[src/design/lattice_site_index_generator_assert.svh]
// Assertion macros for the lattice site index generator RTL.
// Included by the top module, which checks its own pipeline and register behavior.
`ifndef LATTICE_SITE_INDEX_GENERATOR_ASSERT_SVH
`define LATTICE_SITE_INDEX_GENERATOR_ASSERT_SVH

// Same-cycle implication under an active-low reset.
`define LSIG_ASSERT_IMP(lbl, clk, rstn, ante, cons, msg) \
  lbl: assert property (@(posedge clk) disable iff (!rstn) (ante) |-> (cons)) \
    else $error(msg);

// Next-cycle implication under an active-low reset.
`define LSIG_ASSERT_NXT(lbl, clk, rstn, ante, cons, msg) \
  lbl: assert property (@(posedge clk) disable iff (!rstn) (ante) |=> (cons)) \
    else $error(msg);

// Implication after a fixed number of cycles under an active-low reset.
`define LSIG_ASSERT_DLY(lbl, clk, rstn, ante, dly, cons, msg) \
  lbl: assert property (@(posedge clk) disable iff (!rstn) (ante) |-> ##dly (cons)) \
    else $error(msg);

`endif

[src/design/lsig_pkg.sv]
// Package for the lattice site index generator: widths, codes and types.
// Used by every module of the block; depends on nothing.
package lsig_pkg;

  localparam int EXT_W      = 7;
  localparam int COORD_W    = 6;
  localparam int DIR_W      = 2;
  localparam int OP_W       = 4;
  localparam int VOL_W      = 25;
  localparam int IDX_W      = 26;
  localparam int MAX_EXTENT = 64;
  localparam int NUM_DIRS   = 4;
  localparam int NDIM       = NUM_DIRS;

  localparam int A_W   = EXT_W + COORD_W;
  localparam int B_W   = EXT_W + A_W;
  localparam int LEX_W = EXT_W + B_W;

  localparam int ADDR_W    = 5;
  localparam int REG_IDX_W = 3;
  localparam int DATA_W    = 32;
  localparam int PIPE_LAT  = 4;

  localparam logic [EXT_W-1:0] EXT_MAX = EXT_W'(MAX_EXTENT);

  typedef enum logic [OP_W-1:0] {
    OP_XYZT      = 4'd0,
    OP_CB_O      = 4'd1,
    OP_CB_E      = 4'd2,
    OP_TXYZ_HALF = 4'd3,
    OP_SURFACE   = 4'd4,
    OP_G_XYZT    = 4'd5,
    OP_G_TXYZ    = 4'd6,
    OP_G_TXYZ_CB = 4'd7,
    OP_G_CB_O    = 4'd8,
    OP_G_CB_E    = 4'd9
  } op_e;

  typedef enum logic [REG_IDX_W-1:0] {
    REG_EXTENT_X      = 3'd0,
    REG_EXTENT_Y      = 3'd1,
    REG_EXTENT_Z      = 3'd2,
    REG_EXTENT_T      = 3'd3,
    REG_VOLUME        = 3'd4,
    REG_PARITY_OFFSET = 3'd5
  } reg_idx_e;

  typedef struct packed {
    logic [EXT_W-1:0] ext_x;
    logic [EXT_W-1:0] ext_y;
    logic [EXT_W-1:0] ext_z;
    logic [EXT_W-1:0] ext_t;
    logic [VOL_W-1:0] volume;
    logic             parity_offset;
  } cfg_t;

  typedef struct packed {
    logic [OP_W-1:0]    op;
    logic [COORD_W-1:0] x;
    logic [COORD_W-1:0] y;
    logic [COORD_W-1:0] z;
    logic [COORD_W-1:0] t;
    logic [DIR_W-1:0]   dir;
  } item_t;

  typedef struct packed {
    logic [OP_W-1:0]  op;
    logic [DIR_W-1:0] dir;
    logic             par;
    logic [B_W-1:0]   surf;
    logic [LEX_W-1:0] lex;
    logic [LEX_W-1:0] txyz;
    logic [IDX_W-1:0] muv;
  } mul_t;

  function automatic logic [EXT_W-1:0] clamp_extent(input logic [EXT_W-1:0] v);
    return (v > EXT_MAX) ? EXT_MAX : v;
  endfunction

endpackage

[src/design/lattice_site_index_generator.sv]
// Top level of the lattice site index generator: register file, multiply
// chain and order select stage. Depends on lsig_pkg and the assertion header.
//
// Usage: the block turns one site (four coordinates, a link direction and
// an order code) into a storage index. A word is taken at each rising edge
// where start_i is high and busy_o is low; busy_o never rises, so a new word
// may be given in every cycle. The index is on index_o with valid_o high
// for exactly one cycle, after it has passed three multiply-accumulate
// stages and one select-and-add stage, each registered, in that order.
// Throughput is one word per cycle, set by the fully pipelined datapath.
// The extents, volume and parity offset are written through the APB-style
// port at byte address 4*i and are read back the same way; the user must
// make writes only while no word is in flight, which the block itself does
// not enforce. Reset clears the pipeline valid bits and loads extents of
// 8, a volume of 4096 and a parity offset of 0. The receiver cannot stall
// the block: each result must be taken in its cycle.
module lattice_site_index_generator import lsig_pkg::*; (
  input  logic               clk_i,
  input  logic               rst_ni,
  input  logic               psel,
  input  logic               penable,
  input  logic               pwrite,
  input  logic [ADDR_W-1:0]  paddr,
  input  logic [DATA_W-1:0]  pwdata,
  output logic [DATA_W-1:0]  prdata,
  output logic               pready,
  input  logic               start_i,
  output logic               busy_o,
  input  logic [OP_W-1:0]    op_i,
  input  logic [COORD_W-1:0] coord_x_i,
  input  logic [COORD_W-1:0] coord_y_i,
  input  logic [COORD_W-1:0] coord_z_i,
  input  logic [COORD_W-1:0] coord_t_i,
  input  logic [DIR_W-1:0]   direction_i,
  output logic               valid_o,
  output logic [IDX_W-1:0]   index_o
);

  `include "lattice_site_index_generator_assert.svh"

  cfg_t  cfg;
  item_t item;
  mul_t  mul;
  logic  mul_valid;
  logic  in_valid;
  logic  ext_ok;
  logic  vol_wr;
  logic [VOL_W-1:0] vol_wdata;

  assign pready   = 1'b1;
  assign busy_o   = 1'b0;
  assign in_valid = start_i & ~busy_o;

  assign item.op  = op_i;
  assign item.x   = coord_x_i;
  assign item.y   = coord_y_i;
  assign item.z   = coord_z_i;
  assign item.t   = coord_t_i;
  assign item.dir = direction_i;

  lsig_regs u_regs (
    .clk_i   (clk_i),
    .rst_ni  (rst_ni),
    .psel    (psel),
    .penable (penable),
    .pwrite  (pwrite),
    .paddr   (paddr),
    .pwdata  (pwdata),
    .prdata  (prdata),
    .cfg_o   (cfg)
  );

  lsig_mul u_mul (
    .clk_i   (clk_i),
    .rst_ni  (rst_ni),
    .cfg_i   (cfg),
    .valid_i (in_valid),
    .item_i  (item),
    .valid_o (mul_valid),
    .mul_o   (mul)
  );

  lsig_sel u_sel (
    .clk_i   (clk_i),
    .rst_ni  (rst_ni),
    .cfg_i   (cfg),
    .valid_i (mul_valid),
    .mul_i   (mul),
    .valid_o (valid_o),
    .index_o (index_o)
  );

  assign ext_ok    = (cfg.ext_x <= EXT_MAX) && (cfg.ext_y <= EXT_MAX) &&
                     (cfg.ext_z <= EXT_MAX) && (cfg.ext_t <= EXT_MAX);
  assign vol_wr    = psel & penable & pwrite & (paddr[ADDR_W-1:2] == REG_VOLUME);
  assign vol_wdata = pwdata[VOL_W-1:0];

  `LSIG_ASSERT_DLY(a_word_out, clk_i, rst_ni, in_valid, PIPE_LAT, valid_o, "accepted word lost")
  `LSIG_ASSERT_DLY(a_no_extra, clk_i, rst_ni, !in_valid, PIPE_LAT, !valid_o, "spurious result")
  `LSIG_ASSERT_IMP(a_ext_clamp, clk_i, rst_ni, 1'b1, ext_ok, "extent above its limit")
  `LSIG_ASSERT_NXT(a_vol_wr, clk_i, rst_ni, vol_wr, cfg.volume == $past(vol_wdata), "volume lost")

endmodule

[src/design/lsig_regs.sv]
// Configuration register file of the lattice site index generator.
// Decodes APB-style writes and reads; depends on lsig_pkg.
module lsig_regs import lsig_pkg::*; (
  input  logic              clk_i,
  input  logic              rst_ni,
  input  logic              psel,
  input  logic              penable,
  input  logic              pwrite,
  input  logic [ADDR_W-1:0] paddr,
  input  logic [DATA_W-1:0] pwdata,
  output logic [DATA_W-1:0] prdata,
  output cfg_t              cfg_o
);

  cfg_t             cfg_q;
  cfg_t             cfg_d;
  logic             wr_en;
  reg_idx_e         reg_idx;

  assign wr_en   = psel & penable & pwrite;
  assign reg_idx = reg_idx_e'(paddr[ADDR_W-1:2]);

  always_comb begin
    cfg_d = cfg_q;
    if (wr_en) begin
      case (reg_idx)
        REG_EXTENT_X:      cfg_d.ext_x = clamp_extent(pwdata[EXT_W-1:0]);
        REG_EXTENT_Y:      cfg_d.ext_y = clamp_extent(pwdata[EXT_W-1:0]);
        REG_EXTENT_Z:      cfg_d.ext_z = clamp_extent(pwdata[EXT_W-1:0]);
        REG_EXTENT_T:      cfg_d.ext_t = clamp_extent(pwdata[EXT_W-1:0]);
        REG_VOLUME:        cfg_d.volume = pwdata[VOL_W-1:0];
        REG_PARITY_OFFSET: cfg_d.parity_offset = pwdata[0];
        default:           cfg_d = cfg_q;
      endcase
    end
  end

  always_ff @(posedge clk_i or negedge rst_ni) begin
    if (!rst_ni) begin
      cfg_q.ext_x         <= EXT_W'(8);
      cfg_q.ext_y         <= EXT_W'(8);
      cfg_q.ext_z         <= EXT_W'(8);
      cfg_q.ext_t         <= EXT_W'(8);
      cfg_q.volume        <= VOL_W'(4096);
      cfg_q.parity_offset <= 1'b0;
    end else begin
      cfg_q <= cfg_d;
    end
  end

  always_comb begin
    case (reg_idx)
      REG_EXTENT_X:      prdata = DATA_W'(cfg_q.ext_x);
      REG_EXTENT_Y:      prdata = DATA_W'(cfg_q.ext_y);
      REG_EXTENT_Z:      prdata = DATA_W'(cfg_q.ext_z);
      REG_EXTENT_T:      prdata = DATA_W'(cfg_q.ext_t);
      REG_VOLUME:        prdata = DATA_W'(cfg_q.volume);
      REG_PARITY_OFFSET: prdata = DATA_W'(cfg_q.parity_offset);
      default:           prdata = '0;
    endcase
  end

  assign cfg_o = cfg_q;

endmodule

[src/design/lsig_mul.sv]
// Three-stage multiply-accumulate chain that builds the lexical, txyz and
// surface site orders from the coordinates; depends on lsig_pkg.
module lsig_mul import lsig_pkg::*; (
  input  logic  clk_i,
  input  logic  rst_ni,
  input  cfg_t  cfg_i,
  input  logic  valid_i,
  input  item_t item_i,
  output logic  valid_o,
  output mul_t  mul_o
);

  // Stage 1: innermost products and the link offset.
  logic             s1_valid_q;
  item_t            s1_item_q;
  logic [A_W-1:0]   s1_a_q, s1_a_d;
  logic [A_W-1:0]   s1_c_q, s1_c_d;
  logic             s1_par_q, s1_par_d;
  logic [IDX_W-1:0] s1_muv_q, s1_muv_d;

  // Stage 2: middle products.
  logic             s2_valid_q;
  item_t            s2_item_q;
  logic             s2_par_q;
  logic [IDX_W-1:0] s2_muv_q;
  logic [B_W-1:0]   s2_b_q, s2_b_d;
  logic [B_W-1:0]   s2_s_q, s2_s_d;

  // Stage 3: outer products.
  logic             s3_valid_q;
  item_t            s3_item_q;
  logic             s3_par_q;
  logic [IDX_W-1:0] s3_muv_q;
  logic [B_W-1:0]   s3_s_q;
  logic [LEX_W-1:0] s3_lex_q, s3_lex_d;
  logic [LEX_W-1:0] s3_txyz_q, s3_txyz_d;

  always_comb begin
    s1_a_d   = A_W'(cfg_i.ext_z) * A_W'(item_i.t) + A_W'(item_i.z);
    s1_c_d   = A_W'(cfg_i.ext_y) * A_W'(item_i.z) + A_W'(item_i.y);
    s1_par_d = item_i.x[0] ^ item_i.y[0] ^ item_i.z[0] ^ item_i.t[0];
    s1_muv_d = IDX_W'(item_i.dir) * IDX_W'(cfg_i.volume);
    s2_b_d   = B_W'(cfg_i.ext_y) * B_W'(s1_a_q) + B_W'(s1_item_q.y);
    s2_s_d   = B_W'(cfg_i.ext_x) * B_W'(s1_c_q) + B_W'(s1_item_q.x);
    s3_lex_d  = LEX_W'(cfg_i.ext_x) * LEX_W'(s2_b_q) + LEX_W'(s2_item_q.x);
    s3_txyz_d = LEX_W'(cfg_i.ext_t) * LEX_W'(s2_s_q) + LEX_W'(s2_item_q.t);
  end

  always_ff @(posedge clk_i or negedge rst_ni) begin
    if (!rst_ni) begin
      s1_valid_q <= 1'b0;
      s2_valid_q <= 1'b0;
      s3_valid_q <= 1'b0;
    end else begin
      s1_valid_q <= valid_i;
      s2_valid_q <= s1_valid_q;
      s3_valid_q <= s2_valid_q;
    end
  end

  always_ff @(posedge clk_i) begin
    s1_item_q <= item_i;
    s1_a_q    <= s1_a_d;
    s1_c_q    <= s1_c_d;
    s1_par_q  <= s1_par_d;
    s1_muv_q  <= s1_muv_d;
    s2_item_q <= s1_item_q;
    s2_par_q  <= s1_par_q;
    s2_muv_q  <= s1_muv_q;
    s2_b_q    <= s2_b_d;
    s2_s_q    <= s2_s_d;
    s3_item_q <= s2_item_q;
    s3_par_q  <= s2_par_q;
    s3_muv_q  <= s2_muv_q;
    s3_s_q    <= s2_s_q;
    s3_lex_q  <= s3_lex_d;
    s3_txyz_q <= s3_txyz_d;
  end

  assign valid_o    = s3_valid_q;
  assign mul_o.op   = s3_item_q.op;
  assign mul_o.dir  = s3_item_q.dir;
  assign mul_o.par  = s3_par_q;
  assign mul_o.surf = s3_s_q;
  assign mul_o.lex  = s3_lex_q;
  assign mul_o.txyz = s3_txyz_q;
  assign mul_o.muv  = s3_muv_q;

endmodule

[src/design/lsig_sel.sv]
// Final stage: picks the storage order, adds the link and parity offsets
// and registers the index word; depends on lsig_pkg.
module lsig_sel import lsig_pkg::*; (
  input  logic             clk_i,
  input  logic             rst_ni,
  input  cfg_t             cfg_i,
  input  logic             valid_i,
  input  mul_t             mul_i,
  output logic             valid_o,
  output logic [IDX_W-1:0] index_o
);

  logic             valid_q;
  logic [IDX_W-1:0] index_q, index_d;
  logic [IDX_W-1:0] base;
  logic [IDX_W-1:0] half_vol;
  logic [IDX_W-1:0] half_lex;
  logic             use_muv;
  logic             use_half;
  logic             odd_site;

  assign half_vol = IDX_W'(cfg_i.volume >> 1);
  assign half_lex = IDX_W'(mul_i.lex >> 1);
  assign odd_site = mul_i.par ^ cfg_i.parity_offset;

  always_comb begin
    base     = '0;
    use_muv  = 1'b0;
    use_half = 1'b0;
    case (op_e'(mul_i.op))
      OP_XYZT: begin
        base = IDX_W'(mul_i.lex);
      end
      OP_CB_O: begin
        base     = half_lex;
        use_half = !odd_site;
      end
      OP_CB_E: begin
        base     = half_lex;
        use_half = odd_site;
      end
      OP_TXYZ_HALF: begin
        base = IDX_W'(mul_i.txyz >> 1);
      end
      OP_SURFACE: begin
        base = IDX_W'(mul_i.surf >> 1);
      end
      OP_G_XYZT: begin
        base = IDX_W'({mul_i.lex, mul_i.dir});
      end
      OP_G_TXYZ: begin
        base    = IDX_W'(mul_i.txyz);
        use_muv = 1'b1;
      end
      OP_G_TXYZ_CB: begin
        base     = IDX_W'(mul_i.txyz >> 1);
        use_muv  = 1'b1;
        use_half = mul_i.par;
      end
      OP_G_CB_O: begin
        base     = half_lex;
        use_muv  = 1'b1;
        use_half = !odd_site;
      end
      OP_G_CB_E: begin
        base     = half_lex;
        use_muv  = 1'b1;
        use_half = odd_site;
      end
      default: begin
        base = '0;
      end
    endcase
    index_d = base + (use_muv ? mul_i.muv : '0) + (use_half ? half_vol : '0);
  end

  always_ff @(posedge clk_i or negedge rst_ni) begin
    if (!rst_ni) begin
      valid_q <= 1'b0;
    end else begin
      valid_q <= valid_i;
    end
  end

  always_ff @(posedge clk_i) begin
    index_q <= index_d;
  end

  assign valid_o = valid_q;
  assign index_o = index_q;

endmodule
[config.mk]
export PLATFORM = sky130hd
export DESIGN_NAME = lattice_site_index_generator
export DESIGN_NICKNAME = d
export VERILOG_FILES = /design/src/design/lsig_pkg.sv /design/src/design/lattice_site_index_generator.sv /design/src/design/lsig_regs.sv /design/src/design/lsig_mul.sv /design/src/design/lsig_sel.sv
export VERILOG_INCLUDE_DIRS = /design/src /design/src/design
export SDC_FILE = /design/constraint.sdc
export NUM_CORES = 2
export LEC_CHECK = 0
export ABC_AREA = 1
export BUFFER_PORTS_ARGS = -buffer_cell sky130_fd_sc_hd__buf_2
export CAP_MARGIN = 40
export CORE_ASPECT_RATIO = 1.75
export CORE_UTILIZATION = 55
export CTS_BUF_LIST = sky130_fd_sc_hd__clkbuf_4 sky130_fd_sc_hd__clkbuf_8 sky130_fd_sc_hd__clkbuf_16
export DETAILED_ROUTE_END_ITERATION = 10
export GPL_TIMING_DRIVEN = 0
export PLACE_DENSITY = 0.72
export SLEW_MARGIN = 40
export SYNTH_ARGS = -nofsm -noshare
export SYNTH_HDL_FRONTEND = slang
export SYNTH_SLANG_ARGS = --single-unit
[constraint.sdc]
create_clock -name clk_i -period 6.2 [get_ports clk_i]
set_clock_uncertainty 0.1 [all_clocks]
set_input_delay 0.62 -clock clk_i [delete_from_list [all_inputs] [get_ports clk_i]]
set_output_delay 0.62 -clock clk_i [all_outputs]
set_load 0.02 [all_outputs]
; ---- Yosys cells after proc, flatten, opt, wreduce, memory -nomap -nowiden
; Cells that the tools add are included.
[classes]
n_eq_ne = 14
bitwise = 6
n_mul = 7
n_mux = 7
reduce_logical = 14
order_cmp = 1
n_addsub = 8
[op_table]
columns = cell, n
row1 = $pmux W26 S6, 1
row2 = $pmux W25 S6, 1
row3 = $add A27 B6 Y27, 2
row4 = $mul A7 B20 Y27, 2
row5 = $add A26 B26 Y26, 2
row6 = $add A20 B6 Y20, 2
row7 = $mul A7 B13 Y20, 2
row8 = $add A13 B6 Y13, 2
row9 = $mul A2 B25 Y26, 1
row10 = $mul A7 B6 Y13, 2
row11 = $mux W26, 1
row12 = $mux W24, 1
row13 = $eq A4 B3 Y1 const B, 4
row14 = $reduce_and A2 Y1, 6
row15 = $eq A4 B2 Y1 const B, 2
row16 = $eq A4 B4 Y1 const B, 2
row17 = $reduce_or A4 Y1, 2
row18 = $gt A7 B7 Y1 const B, 1
row19 = $mux W7, 1
row20 = $eq A3 B2 Y1 const B, 2
row21 = $eq A3 B3 Y1 const B, 2
row22 = $reduce_or A2 Y1, 3
row23 = $eq A4 B1 Y1 const B, 1
row24 = $logic_not A4 Y1, 1
row25 = 7 further kinds, 11
[totals]
inputBits = 73
word_cells = 92
ff_bits = 353
out_inout_bits = 61

; ---- Longest topological paths before layout
[depth]
depth_word = 6
depth_mapped = 23
mapped_depth_nobuf = 22

; ---- Hierarchy
; Synthesis repeated with hierarchy kept, for this count alone.
[unflattened]
hier_cells = 5090
area_unflattened_um2 = 36007.0
[by_module_without_submodules]
columns = module, n_inst, cells_each, area_per_inst_um2, seq_area_each_um2
row1 = lsig_mul, 1, 4012, 28977.8, 5460.2
row2 = lsig_sel, 1, 719, 4252.8, 545.5
row3 = lsig_regs, 1, 355, 2753.9, 1357.6
row4 = lattice_site_index_generator, 1, 4, 22.5, 0.0

; ---- Least setup slack after synthesis
; No wires, ideal clock.
[synth_path]
path_kind = reg2reg
from = register u_regs.cfg_q, in the netlist u_regs.cfg_o[50]
to = register u_mul.s2_s_q[18]
path_buffers = 2
setup_time_ns = 0.112
required_time_ns = 5.988
stages_incl_launch_ff = 19
path_slack_ns = 1.879
t_arrival_ns = 4.109
path_cell_list = dfstp_2 -> clkbuf_1 -> clkbuf_1 -> nand2_1 -> fa_1 -> inv_1 -> fa_1 -> inv_1 -> fa_1 -> fa_1 -> inv_1 -> ha_1 -> a21oi_1 -> o21a_1 -> nor2_1 -> nor2_1 -> nand2_1 -> nand2_1 -> nand2_1
[synth_between]
elab_chain_cells = 2
[synth_lines]
columns = item, line_no
row1 = start: declaration, lsig_regs.sv:15  ; cfg_t cfg_q;
row2 = start signal: assignment, lsig_regs.sv:47  ; cfg_q <= cfg_d;
row3 = $mul A7 B13 Y20, lsig_mul.sv:44  ; s2_s_d = B_W'(cfg_i.ext_x) * B_W'(s1_c_q) + B_W'(s1_item_q.x);
row4 = $add A20 B6 Y20, lsig_mul.sv:44
row5 = named net u_mul.s2_s_d[18], lsig_mul.sv:27  ; logic [B_W-1:0] s2_s_q, s2_s_d;
row6 = end signal: assignment, lsig_mul.sv:71  ; s2_s_q <= s2_s_d;
row7 = end: declaration, lsig_mul.sv:27
; The timed path passes the listed nets, and every way through them passes these cells.
; A chain may end at the register's enable or synchronous reset.

; ---- Worst setup path in the final report
[layout_path]
from = register u_regs.cfg_q, in the netlist u_regs.cfg_o[42]
to = register u_mul.s2_b_q[14]
[layout_between]
elab_chain_cells = 2
[layout_lines]
columns = item, line_no
row1 = $mul A7 B13 Y20, lsig_mul.sv:43  ; s2_b_d = B_W'(cfg_i.ext_y) * B_W'(s1_a_q) + B_W'(s1_item_q.y);
row2 = $add A20 B6 Y20, lsig_mul.sv:43
row3 = named net u_mul.s2_b_d[14], lsig_mul.sv:26  ; logic [B_W-1:0] s2_b_q, s2_b_d;
row4 = end signal: assignment, lsig_mul.sv:70  ; s2_b_q <= s2_b_d;
row5 = end: declaration, lsig_mul.sv:26
; The timed path passes the listed nets, and every way through them passes these cells.

==> flow_summary.toml <==
[logic_synthesis]
yosys_most_used_dff = "dfxtp_1"
yosys.area.top_type = "fa_1"
syn_inst = 4851
synth-edff-count = 0
seq_area_frac_synth_pct = 21.0
yosys.cell_types.count = 47
netlist_area_um2 = 35000
synth_top_area_share_pct = 21.9
synth.top_cells.by_count = "nand2_1, inv_1, fa_1, ha_1, dfxtp_1"
ys_seq_elements = 352
yosysMostFrequentCell = "nand2_1"
ys_async_sr_fraction_pct = 16.5
ys_top_cells_by_area = "fa_1, dfxtp_1, nand2_1, inv_1, ha_1"
yosys_warnings = 0
syn_avg_cell_area_um2 = 7.22

[sta]
setup_tns_ns = 0
tightest_slew_ns = 0.866
finalMaxSlewViolations = 0
min_period_over_period_pct = 89.8
timing.slew.headroom_pct = 42.2
hold_violations = 0
post-route-min-period_ns = 5.57
rsz0062_at_grt = "no"
fmax_ghz = 0.180
setup_viol_count_final = 0

[run]
max_cap_violations = 0

[status]
failed_checks = "design-rule violations"
status = "complete, but fails checks"

[clocking]
clock-sinks = 352
cts_buffer_depth = 3
clk_latency_ns = 0.59
clkTransAtPathRegs_ns = 0.07
post_cts_buffers = 0
cts_resized = 0
cts-root-buf = "clkbuf_16"
htree_levels = 2
cts_tree = "built"
cts_buffers = 38

[worst_setup_path]
reg2regPathDepth = 16
worstPathMaxFanout = 10
worstPathArrival_ns = 5.89
regToRegStartpoint = "u_regs.cfg_o[42]"
startpoint_type = "flip-flop"
critPathKind = "flip-flop to flip-flop"
timing.rr.end = "u_mul.s2_b_q[14]"
required_ns = 6.52
cp-end-kind = "flip-flop"
r2r_slack_ns = 0.63

[floorplanning]
die_x_um = 193
core-area_um2 = 63000
design.portCount = 134
die_h_um = 336
initial_core_util_pct = 55.6
rows = 122
dieArea_um2 = 64700

[detailed_routing]
drc = 27
wl_per_cell_um = 17.6
first_iter_violations = 1610
num_vias = 30100
postRouteWirelength_mm = 103
drt-vias-per-instance = 5.15
antenna_left = 0
first_pass_iters = 11

[cells_and_area]
area_growth_syn_to_layout_pct = 8.47
drive_above_1_share_pct = 4.74
fin_nets = 5800

[global_route]
antenna_found_initial = 3
gr-total-overflow = 0
grt_pass1_wl_mm = 160
first_global_vias = 30800
grt_max_degree = 59
grtUsageTotal_pct = 32.8

[min_path]
hold_start = "coord_x_i[3]"
hp-class = "input port to flip-flop"
min_path_cells = 1
hold_path_end = "u_mul.s1_item_q[23]"

[place]
routabilityCongestion = 1.02
portBuffers = 113
hpwl_mm = 86.2
-- worst max path at each step --
stage	from	endpoint	depth (start not counted)	slack [ns]
finish	u_regs.cfg_o[42]	u_mul.s2_b_q[14]	16	0.63
global route	u_regs.cfg_o[41]	u_mul.s2_b_q[14]	16	0.46
CTS	u_regs.cfg_o[42]	u_mul.s2_b_q[14]	16	0.72
detailed placement	u_regs.cfg_o[42]	u_mul.s2_b_q[14]	16	0.77
global placement	u_regs.cfg_o[42]	u_mul.s2_b_q[14]	16	0.78
floorplan	u_regs.cfg_o[50]	u_mul.s2_s_q[18]	18	1.88
-- through the flow --
step	util [%]	std cells	setup slack [ns]	area (um^2)	hold WS [ns]
6_report	60.3	5851	0.631	38000	0.0283
5_1_grt	60.3	5851	0.457	38000	0.0143
3_3_place_gp	58.1	5777	0.781	36600	0.210
3_5_place_dp	58.1	5777	0.767	36600	0.212
2_1_floorplan	-	4858	1.88	35100	0.210
4_1_cts	60.2	5849	0.723	38000	0.000784
-- per-layer routing --
layer	vias up	GRT usage, %	share of wire (%)
li1	14600	-	-
met1	14200	32.0	34
met2	907	60.6	52
met3	393	4.36	4.3
met4	4	26.5	9.3
met5	-	0	0.024
-- state kept, by name (all words and copies together) (netlist names), 6 cells and up --
register         flops
u_mul.s1_c_q        13
u_mul.s2_muv_q      26
u_mul.s1_item_q     24
u_regs.cfg_o        54
u_mul.s3_lex_q      27
u_mul.s1_muv_q      26
u_mul.mul_o          6
u_mul.s2_b_q        20
u_mul.s3_muv_q      26
u_mul.s2_s_q        20
u_mul.s3_txyz_q     27
u_mul.s2_item_q     18
u_sel.index_o       26
u_mul.s3_s_q        19
u_mul.s1_a_q        13
-- worst max-delay path: stages (launching register included) --
cell and delay, ns:
dfrtp_1 0.36, clkbuf_1 0.56, clkbuf_1 0.57, nand2_1 0.17, fa_1 0.54, inv_1 0.06
fa_1 0.49, fa_1 0.50, inv_1 0.06, fa_1 0.53, inv_1 0.06, ha_1 0.39
nand2_1 0.14, nor2_1 0.19, nand4_1 0.12, nand3_1 0.11, xor2_1 0.44
-- timing repair --
item / 4_1_cts / 5_1_grt
hold buffers: 2 / 0
setup endpoints to repair: 0 / 0
hold endpoints to repair: 17 / 0
-- cells by family (layout without fill, tap and decap cells) --
logic type	after synthesis	count (layout)	share of synthesized area (%)
AND/OR/NAND/NOR	1971	1971	22.6
buffers and inverters	1408	1594	15.4
adder cells (fa/ha/maj)	713	713	33.7
flip-flops	352	352	21.0
AO/OA/AOI/OAI	305	305	4.89
XOR/XNOR	100	100	2.50
other	2	10	0.0214
-- cells in the final DEF (no fill, tap or decap), types with 25 or more instances in the layout --
| cell type | instances |
|---|---|
| nand2_1 | 1482 |
| inv_1 | 1298 |
| fa_1 | 384 |
| ha_1 | 329 |
| dfxtp_1 | 294 |
| nor2_1 | 213 |
| a21oi_1 | 157 |
| nand3_1 | 156 |
| buf_2 | 125 |
| clkbuf_1 | 71 |
| xor2_1 | 66 |
| nand4_1 | 66 |
| o21ai_0 | 61 |
| dfrtp_1 | 53 |
| clkbuf_16 | 39 |
| xnor2_1 | 34 |
| nor3_1 | 25 |
-- cell type report --
class / count / area [um^2]
fillers: 5967 / 25000
multi-input cells: 3098 / 22300
plain buffers: 103 / 489
flip-flops and latches: 352 / 7340
inverters: 1305 / 4900
diodes: 1 / 2.50
clock buffers: 44 / 1040
repair buffers: 116 / 596
well taps: 806 / 1010
clock inverters: 26 / 284
Power is not shown: default switching activity piles up to over one toggle a cycle in this logic, so the estimate is an artifact.
